<file path="src/rtl/four_channel_audio_dma_player_top_macros.svh">
// ----------------------------------------------------------------------------
// Assertion macros for the four-channel audio DMA player
// Shared wrappers that clock on clk and stay quiet while arst_n is low.
// ----------------------------------------------------------------------------
`ifndef FOUR_CHANNEL_AUDIO_DMA_PLAYER_TOP_MACROS_SVH
`define FOUR_CHANNEL_AUDIO_DMA_PLAYER_TOP_MACROS_SVH

// The condition holds at every clock edge out of reset.
`define FCADP_ASSERT_ALWAYS(label, cond, msg) \
	label: assert property (@(posedge clk) disable iff (!arst_n) (cond)) \
	else $error(msg);

// Whenever the antecedent holds, the consequent holds in the same cycle.
`define FCADP_ASSERT_IMPLIES(label, ante, cons, msg) \
	label: assert property (@(posedge clk) disable iff (!arst_n) (ante) |-> (cons)) \
	else $error(msg);

`endif

</file>
<file path="src/rtl/fcadp_pkg.sv">
// ----------------------------------------------------------------------------
// Four-channel audio DMA player package
// Request and register codes, defaults, and the records passed between units.
// ----------------------------------------------------------------------------
package fcadp_pkg;

	// Defaults for the top-level parameters.
	localparam int DEF_CHANNEL_COUNT  = 4;
	localparam int DEF_FRAME_DIVIDE   = 162;
	localparam int DEF_CHIP_ADDR_BITS = 21;

	// Fixed field widths.
	localparam int ADDR_W = 21;
	localparam int LANE_W = 3;

	// Depth of the result queue; also the number of beats allowed in flight.
	localparam int OQ_DEPTH = 4;

	// First DMA slot position; channel n owns SLOT_BASE + 2n.
	localparam logic [7:0] SLOT_BASE = 8'h0D;

	// Request types.
	localparam logic [1:0] REQ_TICK   = 2'd0;
	localparam logic [1:0] REQ_RETURN = 2'd1;
	localparam logic [1:0] REQ_WRITE  = 2'd2;

	// Register selects.
	localparam logic [2:0] SEL_LOCATION = 3'd0;
	localparam logic [2:0] SEL_LENGTH   = 3'd1;
	localparam logic [2:0] SEL_PERIOD   = 3'd2;
	localparam logic [2:0] SEL_VOLUME   = 3'd3;
	localparam logic [2:0] SEL_DATA     = 3'd4;

	// Complete state of one channel, one entry of the state RAM.
	typedef struct packed {
		logic [ADDR_W-1:0] location;
		logic [15:0]       length;
		logic [15:0]       period;
		logic [7:0]        volume;
		logic [15:0]       data_word;
		logic [ADDR_W-1:0] run_pointer;
		logic [15:0]       run_length;
		logic [15:0]       run_period;
		logic [15:0]       period_count;
		logic [15:0]       sample_count;
		logic [15:0]       held_sample;
	} chan_rec_t;

	// Control for one pass of a channel record through the update stage.
	typedef struct packed {
		logic [1:0]        kind;
		logic [LANE_W-1:0] lane;
		logic              first;
		logic              last;
		logic              ram_op;
		logic [7:0]        hpos;
		logic [4:0]        dma_enable;
		logic              frame;
		logic [2:0]        reg_select;
		logic [20:0]       write_value;
		logic [15:0]       mem_word;
	} lane_ctl_t;

	// What one channel contributes to the tick result.
	typedef struct packed {
		logic [3:0]        irq;
		logic              fetch;
		logic [ADDR_W-1:0] fetch_addr;
		logic [1:0]        fetch_channel;
		logic [15:0]       sample;
	} lane_res_t;

	// One result beat.
	typedef struct packed {
		logic [3:0]        irq_set;
		logic              fetch_req;
		logic [ADDR_W-1:0] fetch_addr;
		logic [1:0]        fetch_channel;
		logic              frame_valid;
		logic [3:0][15:0]  samples;
	} result_t;

endpackage

</file>
<file path="src/rtl/fcadp_ram.sv">
// ----------------------------------------------------------------------------
// Generic synchronous RAM
// One write port and one read port; read data is registered, old data on
// a read of the address being written in the same cycle.
// ----------------------------------------------------------------------------
module fcadp_ram #(
	parameter int WIDTH = 8,
	parameter int DEPTH = 4,
	localparam int AW = (DEPTH > 1) ? $clog2(DEPTH) : 1
) (
	input  logic             clk,
	input  logic             we,
	input  logic [AW-1:0]    waddr,
	input  logic [WIDTH-1:0] wdata,
	input  logic             re,
	input  logic [AW-1:0]    raddr,
	output logic [WIDTH-1:0] rdata
);

	logic [WIDTH-1:0] mem_q [DEPTH];

	// Write port.
	always_ff @(posedge clk) begin
		if (we) begin
			mem_q[waddr] <= wdata;
		end
	end

	// Registered read port.
	always_ff @(posedge clk) begin
		if (re) begin
			rdata <= mem_q[raddr];
		end
	end

endmodule

</file>
<file path="src/rtl/fcadp_chan_unit.sv">
// ----------------------------------------------------------------------------
// Channel update unit
// Applies a tick, a word return or a register write to one channel record
// and reports the interrupt, fetch and sample that the channel yields.
// ----------------------------------------------------------------------------
module fcadp_chan_unit #(
	parameter int CHIP_ADDR_BITS = fcadp_pkg::DEF_CHIP_ADDR_BITS
) (
	input  fcadp_pkg::chan_rec_t rec_in,
	input  fcadp_pkg::lane_ctl_t ctl,
	output fcadp_pkg::chan_rec_t rec_out,
	output fcadp_pkg::lane_res_t lres
);

	localparam int AW = fcadp_pkg::ADDR_W;
	localparam logic [AW-1:0] ADDR_MASK = AW'((64'd1 << CHIP_ADDR_BITS) - 64'd1);

	logic               enabled;
	logic               slot_hit;
	logic [7:0]         slot_pos;
	logic [3:0]         irq_bit;
	logic signed [7:0]  sbyte;
	logic signed [8:0]  svol;
	logic signed [16:0] prod;

	// Only the four lowest channels have enable bits.
	assign enabled = (ctl.lane < fcadp_pkg::LANE_W'(4)) && ctl.dma_enable[4]
		&& ctl.dma_enable[ctl.lane[1:0]];
	assign slot_pos = fcadp_pkg::SLOT_BASE + {4'd0, ctl.lane, 1'b0};
	assign slot_hit = enabled && (ctl.hpos == slot_pos);
	assign irq_bit  = (ctl.lane < fcadp_pkg::LANE_W'(4)) ? (4'b0001 << ctl.lane[1:0]) : 4'b0000;

	// High byte on an even sample count, low byte on an odd one, scaled by volume.
	assign sbyte = rec_in.sample_count[0] ? $signed(rec_in.data_word[7:0])
		: $signed(rec_in.data_word[15:8]);
	assign svol  = $signed({1'b0, rec_in.volume});
	assign prod  = sbyte * svol;

	always_comb begin
		rec_out = rec_in;
		lres    = '0;
		case (ctl.kind)
			fcadp_pkg::REQ_TICK: begin
				// Period counter and sample pick-up.
				if (enabled) begin
					rec_out.period_count = rec_in.period_count + 16'd1;
					if (rec_out.period_count == rec_in.run_period) begin
						rec_out.period_count = '0;
						rec_out.sample_count = rec_in.sample_count + 16'd1;
						rec_out.held_sample  = prod[15:0];
					end
				end
				lres.sample = rec_out.held_sample;
				// DMA slot: reload an empty block, then fetch after two samples.
				if (slot_hit) begin
					if (rec_out.run_length == 16'd0) begin
						rec_out.run_pointer  = rec_in.location & ADDR_MASK;
						rec_out.run_length   = rec_in.length;
						rec_out.run_period   = rec_in.period;
						rec_out.period_count = '0;
						rec_out.sample_count = 16'd2;
						lres.irq             = irq_bit;
					end
					if (rec_out.sample_count >= 16'd2) begin
						lres.fetch           = 1'b1;
						lres.fetch_addr      = rec_out.run_pointer;
						lres.fetch_channel   = ctl.lane[1:0];
						rec_out.run_length   = rec_out.run_length - 16'd1;
						rec_out.run_pointer  = (rec_out.run_pointer + AW'(2)) & ADDR_MASK;
						rec_out.sample_count = '0;
					end
				end
			end
			fcadp_pkg::REQ_RETURN: begin
				rec_out.data_word = ctl.mem_word;
			end
			fcadp_pkg::REQ_WRITE: begin
				case (ctl.reg_select)
					fcadp_pkg::SEL_LOCATION: rec_out.location  = ctl.write_value & ADDR_MASK;
					fcadp_pkg::SEL_LENGTH:   rec_out.length    = ctl.write_value[15:0];
					fcadp_pkg::SEL_PERIOD:   rec_out.period    = ctl.write_value[15:0];
					fcadp_pkg::SEL_VOLUME:   rec_out.volume    = ctl.write_value[7:0];
					fcadp_pkg::SEL_DATA:     rec_out.data_word = ctl.write_value[15:0];
					default: begin
					end
				endcase
			end
			default: begin
			end
		endcase
	end

endmodule

</file>
<file path="src/rtl/fcadp_out_queue.sv">
// ----------------------------------------------------------------------------
// Result queue
// Small circular buffer of finished result beats in front of the output.
// ----------------------------------------------------------------------------
module fcadp_out_queue #(
	parameter int DEPTH = fcadp_pkg::OQ_DEPTH,
	localparam int PW = (DEPTH > 1) ? $clog2(DEPTH) : 1,
	localparam int CW = $clog2(DEPTH + 1)
) (
	input  logic               clk,
	input  logic               arst_n,
	input  logic               push,
	input  fcadp_pkg::result_t push_data,
	input  logic               pop,
	output logic               head_valid,
	output fcadp_pkg::result_t head_data,
	output logic [CW-1:0]      count
);

	localparam logic [PW-1:0] PTR_LAST = PW'(DEPTH - 1);

	fcadp_pkg::result_t entry_q [DEPTH];
	logic [PW-1:0]      wr_ptr_q;
	logic [PW-1:0]      rd_ptr_q;
	logic [CW-1:0]      count_q;

	assign head_valid = (count_q != '0);
	assign head_data  = entry_q[rd_ptr_q];
	assign count      = count_q;

	// Entry storage.
	always_ff @(posedge clk) begin
		if (push) begin
			entry_q[wr_ptr_q] <= push_data;
		end
	end

	// Pointers and fill level.
	always_ff @(posedge clk or negedge arst_n) begin
		if (!arst_n) begin
			wr_ptr_q <= '0;
			rd_ptr_q <= '0;
			count_q  <= '0;
		end else begin
			if (push) begin
				wr_ptr_q <= (wr_ptr_q == PTR_LAST) ? '0 : wr_ptr_q + PW'(1);
			end
			if (pop) begin
				rd_ptr_q <= (rd_ptr_q == PTR_LAST) ? '0 : rd_ptr_q + PW'(1);
			end
			case ({push, pop})
				2'b10:   count_q <= count_q + CW'(1);
				2'b01:   count_q <= count_q - CW'(1);
				default: count_q <= count_q;
			endcase
		end
	end

endmodule

</file>
<file path="src/rtl/four_channel_audio_dma_player_top.sv">
// ----------------------------------------------------------------------------
// Four-channel audio DMA player, top level
// A tick occupies the issue stage while it walks its channels, one channel record
// read per cycle from the state RAM; a write or word return issues a single record.
// Each beat's result passes the update stage and enters the result queue, whose
// head is the output; input stalls with four beats in flight.
// Reset clears per-entry valid bits at once so every record reads as zero.
// ----------------------------------------------------------------------------
`include "four_channel_audio_dma_player_top_macros.svh"

module four_channel_audio_dma_player_top #(
	parameter int CHANNEL_COUNT  = fcadp_pkg::DEF_CHANNEL_COUNT,
	parameter int FRAME_DIVIDE   = fcadp_pkg::DEF_FRAME_DIVIDE,
	parameter int CHIP_ADDR_BITS = fcadp_pkg::DEF_CHIP_ADDR_BITS
) (
	input  logic               clk,
	input  logic               arst_n,
	input  logic               item_valid,
	output logic               item_stall,
	input  logic [1:0]         req_type,
	input  logic [1:0]         channel,
	input  logic [2:0]         reg_select,
	input  logic [20:0]        write_value,
	input  logic [7:0]         hpos,
	input  logic [4:0]         dma_enable,
	input  logic [15:0]        mem_word,
	output logic               result_valid,
	input  logic               result_stall,
	output logic [3:0]         irq_set,
	output logic               fetch_req,
	output logic [20:0]        fetch_addr,
	output logic [1:0]         fetch_channel,
	output logic               frame_valid,
	output logic signed [15:0] sample_ch0,
	output logic signed [15:0] sample_ch1,
	output logic signed [15:0] sample_ch2,
	output logic signed [15:0] sample_ch3
);

	localparam int CH_IDX_W = (CHANNEL_COUNT > 1) ? $clog2(CHANNEL_COUNT) : 1;
	localparam int LANE_W   = fcadp_pkg::LANE_W;
	localparam int REC_W    = $bits(fcadp_pkg::chan_rec_t);
	localparam int OQ_W     = $clog2(fcadp_pkg::OQ_DEPTH + 1);
	localparam logic [CH_IDX_W-1:0] LAST_IDX  = CH_IDX_W'(CHANNEL_COUNT - 1);
	localparam logic [7:0]          FRAME_TOP = 8'(FRAME_DIVIDE);
	localparam logic [OQ_W-1:0]     OQ_FULL   = OQ_W'(fcadp_pkg::OQ_DEPTH);

	logic                  accept;
	logic                  pop;
	logic                  ch_present;
	logic [7:0]            frame_nxt;
	logic                  frame_hit;

	// Tick sequencer.
	logic                  seq_busy_q;
	logic [CH_IDX_W-1:0]   seq_ch_q;
	logic [7:0]            tick_hpos_q;
	logic [4:0]            tick_en_q;
	logic                  tick_frame_q;
	logic [7:0]            frame_q;
	logic [OQ_W-1:0]       outstanding_q;

	// Issue stage.
	logic                  iss_valid;
	fcadp_pkg::lane_ctl_t  iss_ctl;

	// State RAM and bypass.
	logic                  ram_re;
	logic [CH_IDX_W-1:0]   ram_raddr;
	logic                  ram_we;
	logic [CH_IDX_W-1:0]   ram_waddr;
	logic [REC_W-1:0]      ram_rdata;
	logic [CHANNEL_COUNT-1:0] valid_q;

	// Update stage.
	logic                  valid_s1;
	fcadp_pkg::lane_ctl_t  ctl_s1;
	logic                  vld_s1;
	logic                  byp_hit_s1;
	fcadp_pkg::chan_rec_t  byp_data_s1;
	fcadp_pkg::chan_rec_t  rec_in;
	fcadp_pkg::chan_rec_t  rec_out;
	fcadp_pkg::lane_res_t  lres;

	// Result assembly.
	fcadp_pkg::result_t    acc_q;
	fcadp_pkg::result_t    merged;
	fcadp_pkg::result_t    push_data;
	logic                  push;
	fcadp_pkg::result_t    head;
	logic [OQ_W-1:0]       q_count;

	// Input handshake: hold off while a tick walks its channels or the queue is booked.
	assign item_stall = seq_busy_q || (outstanding_q == OQ_FULL);
	assign accept     = item_valid && !item_stall;
	assign pop        = result_valid && !result_stall;
	assign ch_present = (int'(channel) < CHANNEL_COUNT);
	assign frame_nxt  = frame_q + 8'd1;
	assign frame_hit  = (frame_nxt == FRAME_TOP);

	// Issue one channel record per cycle while a tick walks its channels or an item is accepted.
	always_comb begin
		iss_valid = 1'b0;
		iss_ctl   = '0;
		if (seq_busy_q) begin
			iss_valid          = 1'b1;
			iss_ctl.kind       = fcadp_pkg::REQ_TICK;
			iss_ctl.lane       = LANE_W'(seq_ch_q);
			iss_ctl.last       = (seq_ch_q == LAST_IDX);
			iss_ctl.ram_op     = 1'b1;
			iss_ctl.hpos       = tick_hpos_q;
			iss_ctl.dma_enable = tick_en_q;
			iss_ctl.frame      = tick_frame_q;
		end else if (accept) begin
			iss_valid           = 1'b1;
			iss_ctl.kind        = req_type;
			iss_ctl.hpos        = hpos;
			iss_ctl.dma_enable  = dma_enable;
			iss_ctl.frame       = frame_hit;
			iss_ctl.reg_select  = reg_select;
			iss_ctl.write_value = write_value;
			iss_ctl.mem_word    = mem_word;
			iss_ctl.first       = 1'b1;
			case (req_type)
				fcadp_pkg::REQ_TICK: begin
					iss_ctl.lane   = '0;
					iss_ctl.last   = (CHANNEL_COUNT == 1);
					iss_ctl.ram_op = 1'b1;
				end
				fcadp_pkg::REQ_RETURN, fcadp_pkg::REQ_WRITE: begin
					iss_ctl.lane   = LANE_W'(channel);
					iss_ctl.last   = 1'b1;
					iss_ctl.ram_op = ch_present;
				end
				default: begin
					iss_ctl.last   = 1'b1;
					iss_ctl.ram_op = 1'b0;
				end
			endcase
		end
	end

	// Sequencer, frame divider and credit count.
	always_ff @(posedge clk or negedge arst_n) begin
		if (!arst_n) begin
			seq_busy_q    <= 1'b0;
			seq_ch_q      <= '0;
			frame_q       <= '0;
			outstanding_q <= '0;
		end else begin
			if (seq_busy_q) begin
				if (seq_ch_q == LAST_IDX) begin
					seq_busy_q <= 1'b0;
				end else begin
					seq_ch_q <= seq_ch_q + CH_IDX_W'(1);
				end
			end else if (accept && (req_type == fcadp_pkg::REQ_TICK)) begin
				seq_busy_q <= (CHANNEL_COUNT > 1);
				seq_ch_q   <= CH_IDX_W'(1);
			end
			if (accept && (req_type == fcadp_pkg::REQ_TICK)) begin
				frame_q <= frame_hit ? 8'd0 : frame_nxt;
			end
			case ({accept, pop})
				2'b10:   outstanding_q <= outstanding_q + OQ_W'(1);
				2'b01:   outstanding_q <= outstanding_q - OQ_W'(1);
				default: outstanding_q <= outstanding_q;
			endcase
		end
	end

	// Tick fields held for the remaining channels.
	always_ff @(posedge clk) begin
		if (accept && (req_type == fcadp_pkg::REQ_TICK)) begin
			tick_hpos_q  <= hpos;
			tick_en_q    <= dma_enable;
			tick_frame_q <= frame_hit;
		end
	end

	// State RAM ports.
	assign ram_re    = iss_valid && iss_ctl.ram_op;
	assign ram_raddr = CH_IDX_W'(iss_ctl.lane);
	assign ram_we    = valid_s1 && ctl_s1.ram_op;
	assign ram_waddr = CH_IDX_W'(ctl_s1.lane);

	fcadp_ram #(
		.WIDTH (REC_W),
		.DEPTH (CHANNEL_COUNT)
	) u_state_ram (
		.clk   (clk),
		.we    (ram_we),
		.waddr (ram_waddr),
		.wdata (rec_out),
		.re    (ram_re),
		.raddr (ram_raddr),
		.rdata (ram_rdata)
	);

	// Entry valid bits and the update-stage control.
	always_ff @(posedge clk or negedge arst_n) begin
		if (!arst_n) begin
			valid_q    <= '0;
			valid_s1   <= 1'b0;
			byp_hit_s1 <= 1'b0;
		end else begin
			if (ram_we) begin
				valid_q[ram_waddr] <= 1'b1;
			end
			valid_s1   <= iss_valid;
			byp_hit_s1 <= ram_re && ram_we && (ram_waddr == ram_raddr);
		end
	end

	// Stage payload; a read that meets a write to its entry takes the write data.
	always_ff @(posedge clk) begin
		if (iss_valid) begin
			ctl_s1 <= iss_ctl;
		end
		if (ram_re) begin
			vld_s1      <= valid_q[ram_raddr];
			byp_data_s1 <= rec_out;
		end
	end

	assign rec_in = byp_hit_s1 ? byp_data_s1
		: (vld_s1 ? fcadp_pkg::chan_rec_t'(ram_rdata) : '0);

	fcadp_chan_unit #(
		.CHIP_ADDR_BITS (CHIP_ADDR_BITS)
	) u_chan_unit (
		.rec_in  (rec_in),
		.ctl     (ctl_s1),
		.rec_out (rec_out),
		.lres    (lres)
	);

	// Merge this channel into the tick result.
	always_comb begin
		merged         = ctl_s1.first ? '0 : acc_q;
		merged.irq_set = merged.irq_set | lres.irq;
		if (lres.fetch) begin
			merged.fetch_req     = 1'b1;
			merged.fetch_addr    = lres.fetch_addr;
			merged.fetch_channel = lres.fetch_channel;
		end
		if (ctl_s1.lane < LANE_W'(4)) begin
			merged.samples[ctl_s1.lane[1:0]] = lres.sample;
		end
	end

	always_ff @(posedge clk) begin
		if (valid_s1) begin
			acc_q <= merged;
		end
	end

	// Finished beat: samples only on a frame, absent channels read zero.
	always_comb begin
		push      = valid_s1 && ctl_s1.last;
		push_data = '0;
		if (ctl_s1.kind == fcadp_pkg::REQ_TICK) begin
			push_data.irq_set       = merged.irq_set;
			push_data.fetch_req     = merged.fetch_req;
			push_data.fetch_addr    = merged.fetch_addr;
			push_data.fetch_channel = merged.fetch_channel;
			push_data.frame_valid   = ctl_s1.frame;
			for (int j = 0; j < 4; j++) begin
				if (ctl_s1.frame && (j < CHANNEL_COUNT)) begin
					push_data.samples[j] = merged.samples[j];
				end
			end
		end
	end

	fcadp_out_queue #(
		.DEPTH (fcadp_pkg::OQ_DEPTH)
	) u_out_queue (
		.clk        (clk),
		.arst_n     (arst_n),
		.push       (push),
		.push_data  (push_data),
		.pop        (pop),
		.head_valid (result_valid),
		.head_data  (head),
		.count      (q_count)
	);

	// Output fields.
	assign irq_set       = head.irq_set;
	assign fetch_req     = head.fetch_req;
	assign fetch_addr    = head.fetch_addr;
	assign fetch_channel = head.fetch_channel;
	assign frame_valid   = head.frame_valid;
	assign sample_ch0    = $signed(head.samples[0]);
	assign sample_ch1    = $signed(head.samples[1]);
	assign sample_ch2    = $signed(head.samples[2]);
	assign sample_ch3    = $signed(head.samples[3]);

	// Checks.
	`FCADP_ASSERT_ALWAYS(a_credit_bound, outstanding_q <= OQ_FULL, "too many beats in flight")
	`FCADP_ASSERT_ALWAYS(a_queue_vs_credit, q_count <= outstanding_q, "queue holds unbooked beat")
	`FCADP_ASSERT_IMPLIES(a_idle_fetch, result_valid && !fetch_req, fetch_addr == 21'd0 && fetch_channel == 2'd0, "fetch fields set without fetch")
	`FCADP_ASSERT_IMPLIES(a_idle_frame, result_valid && !frame_valid, sample_ch0 == 16'sd0 && sample_ch1 == 16'sd0 && sample_ch2 == 16'sd0 && sample_ch3 == 16'sd0, "samples set without frame")

endmodule
</file>
<file path="config.mk">
export PLATFORM = sky130hd
export DESIGN_NAME = four_channel_audio_dma_player_top
export DESIGN_NICKNAME = d
export VERILOG_FILES = /design/src/rtl/fcadp_pkg.sv /design/src/rtl/fcadp_ram.sv /design/src/rtl/fcadp_chan_unit.sv /design/src/rtl/fcadp_out_queue.sv /design/src/rtl/four_channel_audio_dma_player_top.sv
export VERILOG_INCLUDE_DIRS = /design/src /design/src/rtl
export SDC_FILE = /design/constraint.sdc
export NUM_CORES = 2
export LEC_CHECK = 0
export ABC_AREA = 1
export BUFFER_PORTS_ARGS = -buffer_cell sky130_fd_sc_hd__buf_2
export CORE_ASPECT_RATIO = 2
export CORE_MARGIN = 3
export CORE_UTILIZATION = 40
export CTS_BUF_LIST = sky130_fd_sc_hd__clkbuf_8
export DETAILED_ROUTE_END_ITERATION = 10
export SETUP_SLACK_MARGIN = 0.02
export SYNTH_ARGS = -nofsm -noshare
export SYNTH_HDL_FRONTEND = slang
export SYNTH_SLANG_ARGS = --single-unit
</file>
<file path="constraint.sdc">
create_clock -name clk -period 30.2 [get_ports clk]
set_clock_uncertainty 0.2 [all_clocks]
set_input_delay 3.02 -clock clk [delete_from_list [all_inputs] [get_ports clk]]
set_output_delay 3.02 -clock clk [all_outputs]
set_load 0.02 [all_outputs]
</file>
Word-level counts from Yosys, hierarchy flattened

Memories as Yosys holds them, arrays and structs flattened. A register that Yosys moved wholly into a read port is not among the register bits.
Index checks and enable logic that the tools add are counted.

Input bits: 61
Memories kept: 2
Output and inout bits: 95
Word-level logic and storage cells: 181
Bits in writable memories: 1084
Flip-flop bits (word level): 374

Memory list:

| memory              | words | width | rd ports | clocked after memory_dff | write ports | line                  | RTL |
|---|---|---|---|---|---|---|---|
| u_state_ram.mem_q   | 4     | 178   | 1        | 1                        | 1           | fcadp_ram.sv:20       | `logic [WIDTH-1:0] mem_q [DEPTH];` |
| u_out_queue.entry_q | 4     | 93    | 1        | 0                        | 1           | fcadp_out_queue.sv:22 | `fcadp_pkg::result_t entry_q [DEPTH];` |

Multiplexer cells: 63
Order comparisons: 6
Shift-type cells: 1
Eq/ne operators: 21
$mul: 1
Reduce and logical (&&, ||, !) cells: 26
Bitwise logic cells: 3
$add $sub $neg: 13

Operator list:

| kind                                                                                  | count |
|---|---|
| 178-bit two-way mux                                                                   | 2 |
| 85-bit two-way mux                                                                    | 4 |
| 93-bit two-way mux                                                                    | 2 |
| 16-bit two-way mux                                                                    | 10 |
| 101-bit two-way mux                                                                   | 1 |
| 48-bit two-way mux                                                                    | 2 |
| 64-bit bitwise mux                                                                    | 1 |
| 64-bit two-way mux                                                                    | 1 |
| 61-bit two-way mux                                                                    | 1 |
| 59-bit two-way mux                                                                    | 1 |
| 24-bit two-way mux                                                                    | 2 |
| 44-bit two-way mux                                                                    | 1 |
| 37-bit two-way mux                                                                    | 1 |
| 16-bit by 1-bit adder with 16-bit output (second input constant)                      | 2 |
| 16-bit demux with 2-bit select                                                        | 1 |
| 16-bit case mux with 2 select lines                                                   | 1 |
| 28-bit two-way mux                                                                    | 1 |
| 8-bit two-way mux                                                                     | 3 |
| 21-bit by 2-bit adder with 21-bit output (second input constant)                      | 1 |
| 21-bit two-way mux                                                                    | 1 |
| 16-bit equality test                                                                  | 1 |
| 16-bit by 2-bit greater-or-equal comparator with 1-bit output (second input constant) | 1 |
| 16-bit zero test                                                                      | 1 |
| 8-bit by 9-bit multiplier with 16-bit output                                          | 1 |
| 38 further kinds                                                                      | 91 |

Depth between registers and ports, before layout

Word-level depth: 17
Gate-level depth with buffers: 42
Gate-level depth less buffers: 35

Modules after synthesis

From an unflattened synthesis, not the netlist that was laid out.

Cells, all modules: 7360
Area total of the unflattened synthesis: 75402.3 sq um

Modules (own cells, without submodules):

| module                            | cells an instance | area an instance (sq um) | instances | seq. area each (sq um) |
|---|---|---|---|---|
| fcadp_ram                         | 2975              | 35442.7                  | 1         | 26725.6 |
| four_channel_audio_dma_player_top | 1649              | 16470.8                  | 1         | 10890.4 |
| fcadp_out_queue                   | 1138              | 15078.2                  | 1         | 11345.9 |
| fcadp_chan_unit                   | 1598              | 8410.6                   | 1         | 0.0 |

Least setup slack after synthesis

No wires, ideal clock.

Path kind: input to register
Start: input port item_valid
End: register byp_data_s1[0] (netlist name), enable pin
Stages on the path: 3
Arrival time: 28190 ps
Path slack: 239 ps
Buffers on the path: 1
Required time: 28429 ps
Library setup time: 1571 ps
Path through: nand3_1 clkbuf_1 o21ai_0

Cells in the longest elaborated chain, start to end: 4
Elaborated cells on any way between the ends: 6
Classes of those cells: mux: 4; reduce/logical: 2

RTL lines:

| element                                                 | line                                     | RTL |
|---|---|---|
| from (decl)                                             | four_channel_audio_dma_player_top.sv:18  | `input logic item_valid,` |
| 1-bit logical AND (*)                                   | four_channel_audio_dma_player_top.sv:95  | `assign accept = item_valid && !item_stall;` |
| 1-bit two-way mux or 59-bit two-way mux (tied branches) | four_channel_audio_dma_player_top.sv:114 | `end else if (accept) begin` |
| 1-bit two-way mux or 16-bit two-way mux (tied branches) | four_channel_audio_dma_player_top.sv:105 | `if (seq_busy_q) begin` |
| 1-bit logical AND (*)                                   | four_channel_audio_dma_player_top.sv:182 | `assign ram_re = iss_valid && iss_ctl.ram_op;` |
| named net ram_re                                        | four_channel_audio_dma_player_top.sv:68  | `logic ram_re;` |
| to (signal assigned)                                    | four_channel_audio_dma_player_top.sv:222 | `byp_data_s1 <= rec_out;` |
| to (decl)                                               | four_channel_audio_dma_player_top.sv:80  | `fcadp_pkg::chan_rec_t byp_data_s1;` |

The timed path passes the listed nets; every way through them passes the cells marked *.
A chain may end at the register's enable or synchronous reset.

==> results by stage <==
Placement:
- Summed over all nets, the half-perimeter wirelength after detailed placement is 117000 um.
- The minimum setup slack after placement is 22.15 ns.
- Once placement finished, the instance area stood at 73300 um^2.
- The weighted congestion at the end of routability-driven global placement is 0.890.
- Port buffering added 155 buffers.

Yosys:
- In the post-synthesis netlist, the cell with the most instances is edfxtp_1.
- The commonest cells after synthesis are 1608 x edfxtp_1, 1075 x nor2_1, 684 x nand2_1.
- During synthesis, Yosys emitted a total of 0 warnings.
- Yosys mapped the design onto 58 distinct sky130hd cell types.
- Of all cell types, the one taking the most synthesized area is edfxtp_1.
- The synthesized netlist occupies a cell area of 70300 um^2.
- The synthesis-stage register bit count is 1635.
- Sorting the synthesized cells by area gives the leading types as edfxtp_1 69%, nor2_1 5.7%, o21ai_0 3.9%, nand2_1 3.7%, o32ai_1 2.2%.
- The multiplexer share of the synthesized area is 0.000588.
- Among all flip-flop cells after synthesis, the most frequent one is edfxtp_1.
- Of the total synthesized cell area, the portion taken by full adders, half adders and majority gates is 0.0218.
- The number of instances in the synthesized netlist is 5858.
- The fraction of synthesized cell area in xor and xnor cells is 0.00374.
- The fraction of synthesis flops using an asynchronous set or reset pin is 0.0165.
- The area share of the largest cell type after synthesis is 0.687.
- Counting every net in the synthesized netlist gives 6018.
- The complex-gate fraction of the synthesized area is 0.110.
- The number of enable flip-flop cells after synthesis is 1608.
- The share of the yosys chip area belonging to registers is 0.697.
- The synthesized-area fraction occupied by and/or/nand/nor cells is 0.125.
- Averaged over all synthesized cells, the footprint is 12.0 um^2.
- By area, the combinational part of the netlist is dominated by simple AND/OR/NAND/NOR gates.

Timing:
- Setup violations remaining at the end of the flow were counted as 0.
- For the pin with the worst max-slew slack, the measured transition is 1.21 ns.
- The worst relative slew slack is 0.190.
- The share of the cycle needed by the critical path after routing is 0.268.
- Based on the critical path, the design can be clocked at up to 124 MHz.
- The post-layout worst setup margin is 22.12 ns.
- The worst hold slack after final layout is 0.264 ns.
- After layout, the minimum clock period comes to 8.08 ns.
- The number of hold violations in the final report is 0.
- The number of slew-limit violations in the final report is 0.
- Setup repair after global routing left no endpoint under its margin.
- The final sum of negative setup slack is 0 ns.

Route:
- In the routed design, unresolved DRC markers number 0.
- The final antenna-violating net count is 0.
- The number of search-and-repair iterations in the first detailed-routing pass is 6.
- The final wirelength is 189000 um.
- The number of DRC markers after the initial detailed-route iteration is 3390.
- The final routed wire length divided by cell count is 22.4 um.
- Using the TritonRoute via totals, the vias-per-cell ratio works out to 5.45.
- The via count is 46018.

Critical path:
- At the worst endpoint, the required time is 30.70 ns.
- The standard cell with the maximum stage delay on the critical path is buf_4.
- In this run the number of cells on the critical path is 30.
- Data on the critical path arrives at its endpoint at 8.58 ns.
- STA classifies the critical path endpoint as a flop.
- The maximum net fanout on the critical path is 110.
- Grouping stages by cell kind, the critical path spends the most delay in adder cells.
- The number of buffer and inverter stages on the critical path is 6.
- The number of cells on the worst reg-to-reg path is 30.
- The critical path in this run is classified as flop to flop.
- The cell that appears most often on the critical path is nand2_1.
- The kind of start point of the critical path is a flop.
- The largest single stage delay on the critical path is 0.77 ns.

Worst hold path:
- The instance count along the most critical hold path is 1.
- The path class of the tightest hold or removal check is flop to flop.

GRT:
- The via count of the first global-routing pass came to 46205.
- The global-route wire length before repair is 281000 um.
- The number of antenna violations at the first check in global routing is 7.
- Summed over all layers, the global routing overflow is 0.
- For this run, the total global-route usage over all layers was measured as 0.204.
- The pin count of the biggest net entering global routing is 212.

Power:
- The power density over cell area is 127 nW/um^2.
- The peak supply drop is 0.130 mV.
- Of the total power, the share spent switching nets is 0.419.
- Of the total power, the clock network draws 0.161.
- The internal power component is 0.00571 W.
- The analysis attributes to net switching a power of 0.00413 W.
- The leakage power is 28.5 nW.
- The share of total power in sequential cells is 0.400.
- The share of total power in combinational logic is 0.439.

Final layout:
- In the final layout, the share of cells above drive strength 1 is 0.104.
- For this run, the post-layout net count is 6148.
- Compared with the post-synthesis result, the final layout area differs by 10.0%.
- The post-layout instance area is 77300 um^2.
- For this run, the share of the core covered by cells in the final layout is 0.445.
- After filler insertion, the fill cell instance count of the layout stands at 15874.
- In the final layout, the multi-input gates occupy 18400 um^2.
- The area used by sequential logic in the layout is 49000 um^2.

Job:
- The number of max-capacitance violations reported is 0.

Clock tree:
- The H-tree was split into 4 levels.
- The TritonCTS clock tree is done.
- After clock tree synthesis, the setup repair step added 0 buffers.
- The buffer depth of the longest clock path is 4.
- The number of cells upsized or downsized after cts is 0.
- Buffers inserted during clock tree synthesis total 219.
- The count of clock tree sinks is 1635.
- After clock tree synthesis, the flow added hold-fix buffers numbering 0.
- After clock tree synthesis, the clock-pin slew on the worst setup and hold paths is 0.07 ns.
- Clock tree synthesis selected as its root buffer the cell clkbuf_8.
- The clock latency reported for the late side of the worst-skew pair is 0.94 ns.

Floorplanning:
- After floorplanning, the core was sized to cover 174000 um^2.
- The floorplan step set the die width to 302 um.
- The initial core utilization is 0.404.
- The floorplan step defined a die boundary enclosing 181000 um^2.
- The floorplan has 216 rows.
- During I/O placement, the number of pins put on the boundary was 156.
- The die extent in y is 599 um.

Run status:
- The run finished with clean final reports.
-- registers in the layout, indices dropped and copies added, names as in the netlist, 2 cells and up --
register and flops:
seq_ch_q 2, u_out_queue.wr_ptr_q 2, valid_q 4, ctl_s1 61
u_state_ram.mem_q 712, tick_hpos_q 8, byp_data_s1 178, acc_q 92
u_out_queue.count 3, outstanding_q 3, frame_q 8, u_state_ram.rdata 178
tick_en_q 5, u_out_queue.entry_q 372, u_out_queue.rd_ptr_q 2
-- power by group through the flow --
| stage | combinational [W] | sequential, W | clock, W |
|---|---|---|---|
| 3_3_place_gp | 0.00429 | 0.00396 | 0 |
| 3_5_place_dp | 0.00435 | 0.00398 | 0 |
| 4_1_cts | 0.00436 | 0.00394 | 0.00163 |
| 2_1_floorplan | 0.00294 | 0.00418 | 0 |
| 6_report | 0.00432 | 0.00393 | 0.00159 |
| 5_1_grt | 0.00487 | 0.00399 | 0.00172 |
-- layer usage --
layer  up-vias  routed length (um)  track usage
li1      21234                   -            -
met1     22849               69400        0.225
met2      1516              101000        0.388
met3       413                9600       0.0249
met4         6                8390       0.0910
met5         -                  41            0
-- through the flow --
stage	power, W	cells
floorplan	0.00712	5858
global placement	0.00825	8056
detailed placement	0.00832	8056
CTS	0.00993	8439
global route	0.0106	8441
finish	0.00984	8443
-- cell usage in the layout (no fill, tap or decap), types with 39 or more instances in the layout --
cell type	count
a21oi_1	90
a22o_1	51
a22oi_1	126
buf_2	155
buf_4	68
clkbuf_8	221
clkinv_1	74
edfxtp_1	1608
fa_1	39
ha_1	59
inv_1	456
nand2_1	679
nand3_1	202
nor2_1	1064
o21a_1	59
o21ai_0	548
o22ai_1	117
o32ai_1	178
-- area by class of cell --
| type | instances | area share |
|---|---|---|
| inverter | 422 | 0.0208 |
| timing repair buffer | 229 | 0.0182 |
| tap | 2289 | 0.0370 |
| multi-input combinational | 3481 | 0.238 |
| sequential | 1635 | 0.633 |
| clock inverter | 162 | 0.0127 |
| clock buffer | 221 | 0.0393 |
| antenna | 4 | 0.000129 |
-- cells by family after synthesis --
group	count (synthesis)
simple gates	2126
fa+ha+maj	99
xor+xnor	30
flops	1635
buf+inv	742
compound gates	1222
mux	4
-- worst paths after layout --
kind	startpoint	slack, ns	to
hold / removal	valid_q[2]$_DFFE_PN0P_	0.26	valid_q[2]$_DFFE_PN0P_
hold reg to reg	valid_q[2]$_DFFE_PN0P_	0.26	valid_q[2]$_DFFE_PN0P_
setup reg to reg	byp_hit_s1$_DFF_PN0_	22.12	u_out_queue.entry_q[3][31]$_DFFE_PP_
min in group asynchronous	arst_n	1.98	u_out_queue.rd_ptr_q[0]$_DFFE_PN0P_
setup / recovery	byp_hit_s1$_DFF_PN0_	22.12	u_out_queue.entry_q[3][31]$_DFFE_PP_
max in group asynchronous	arst_n	27.25	byp_hit_s1$_DFF_PN0_
Note: power is estimated with default switching activity, not from simulation.
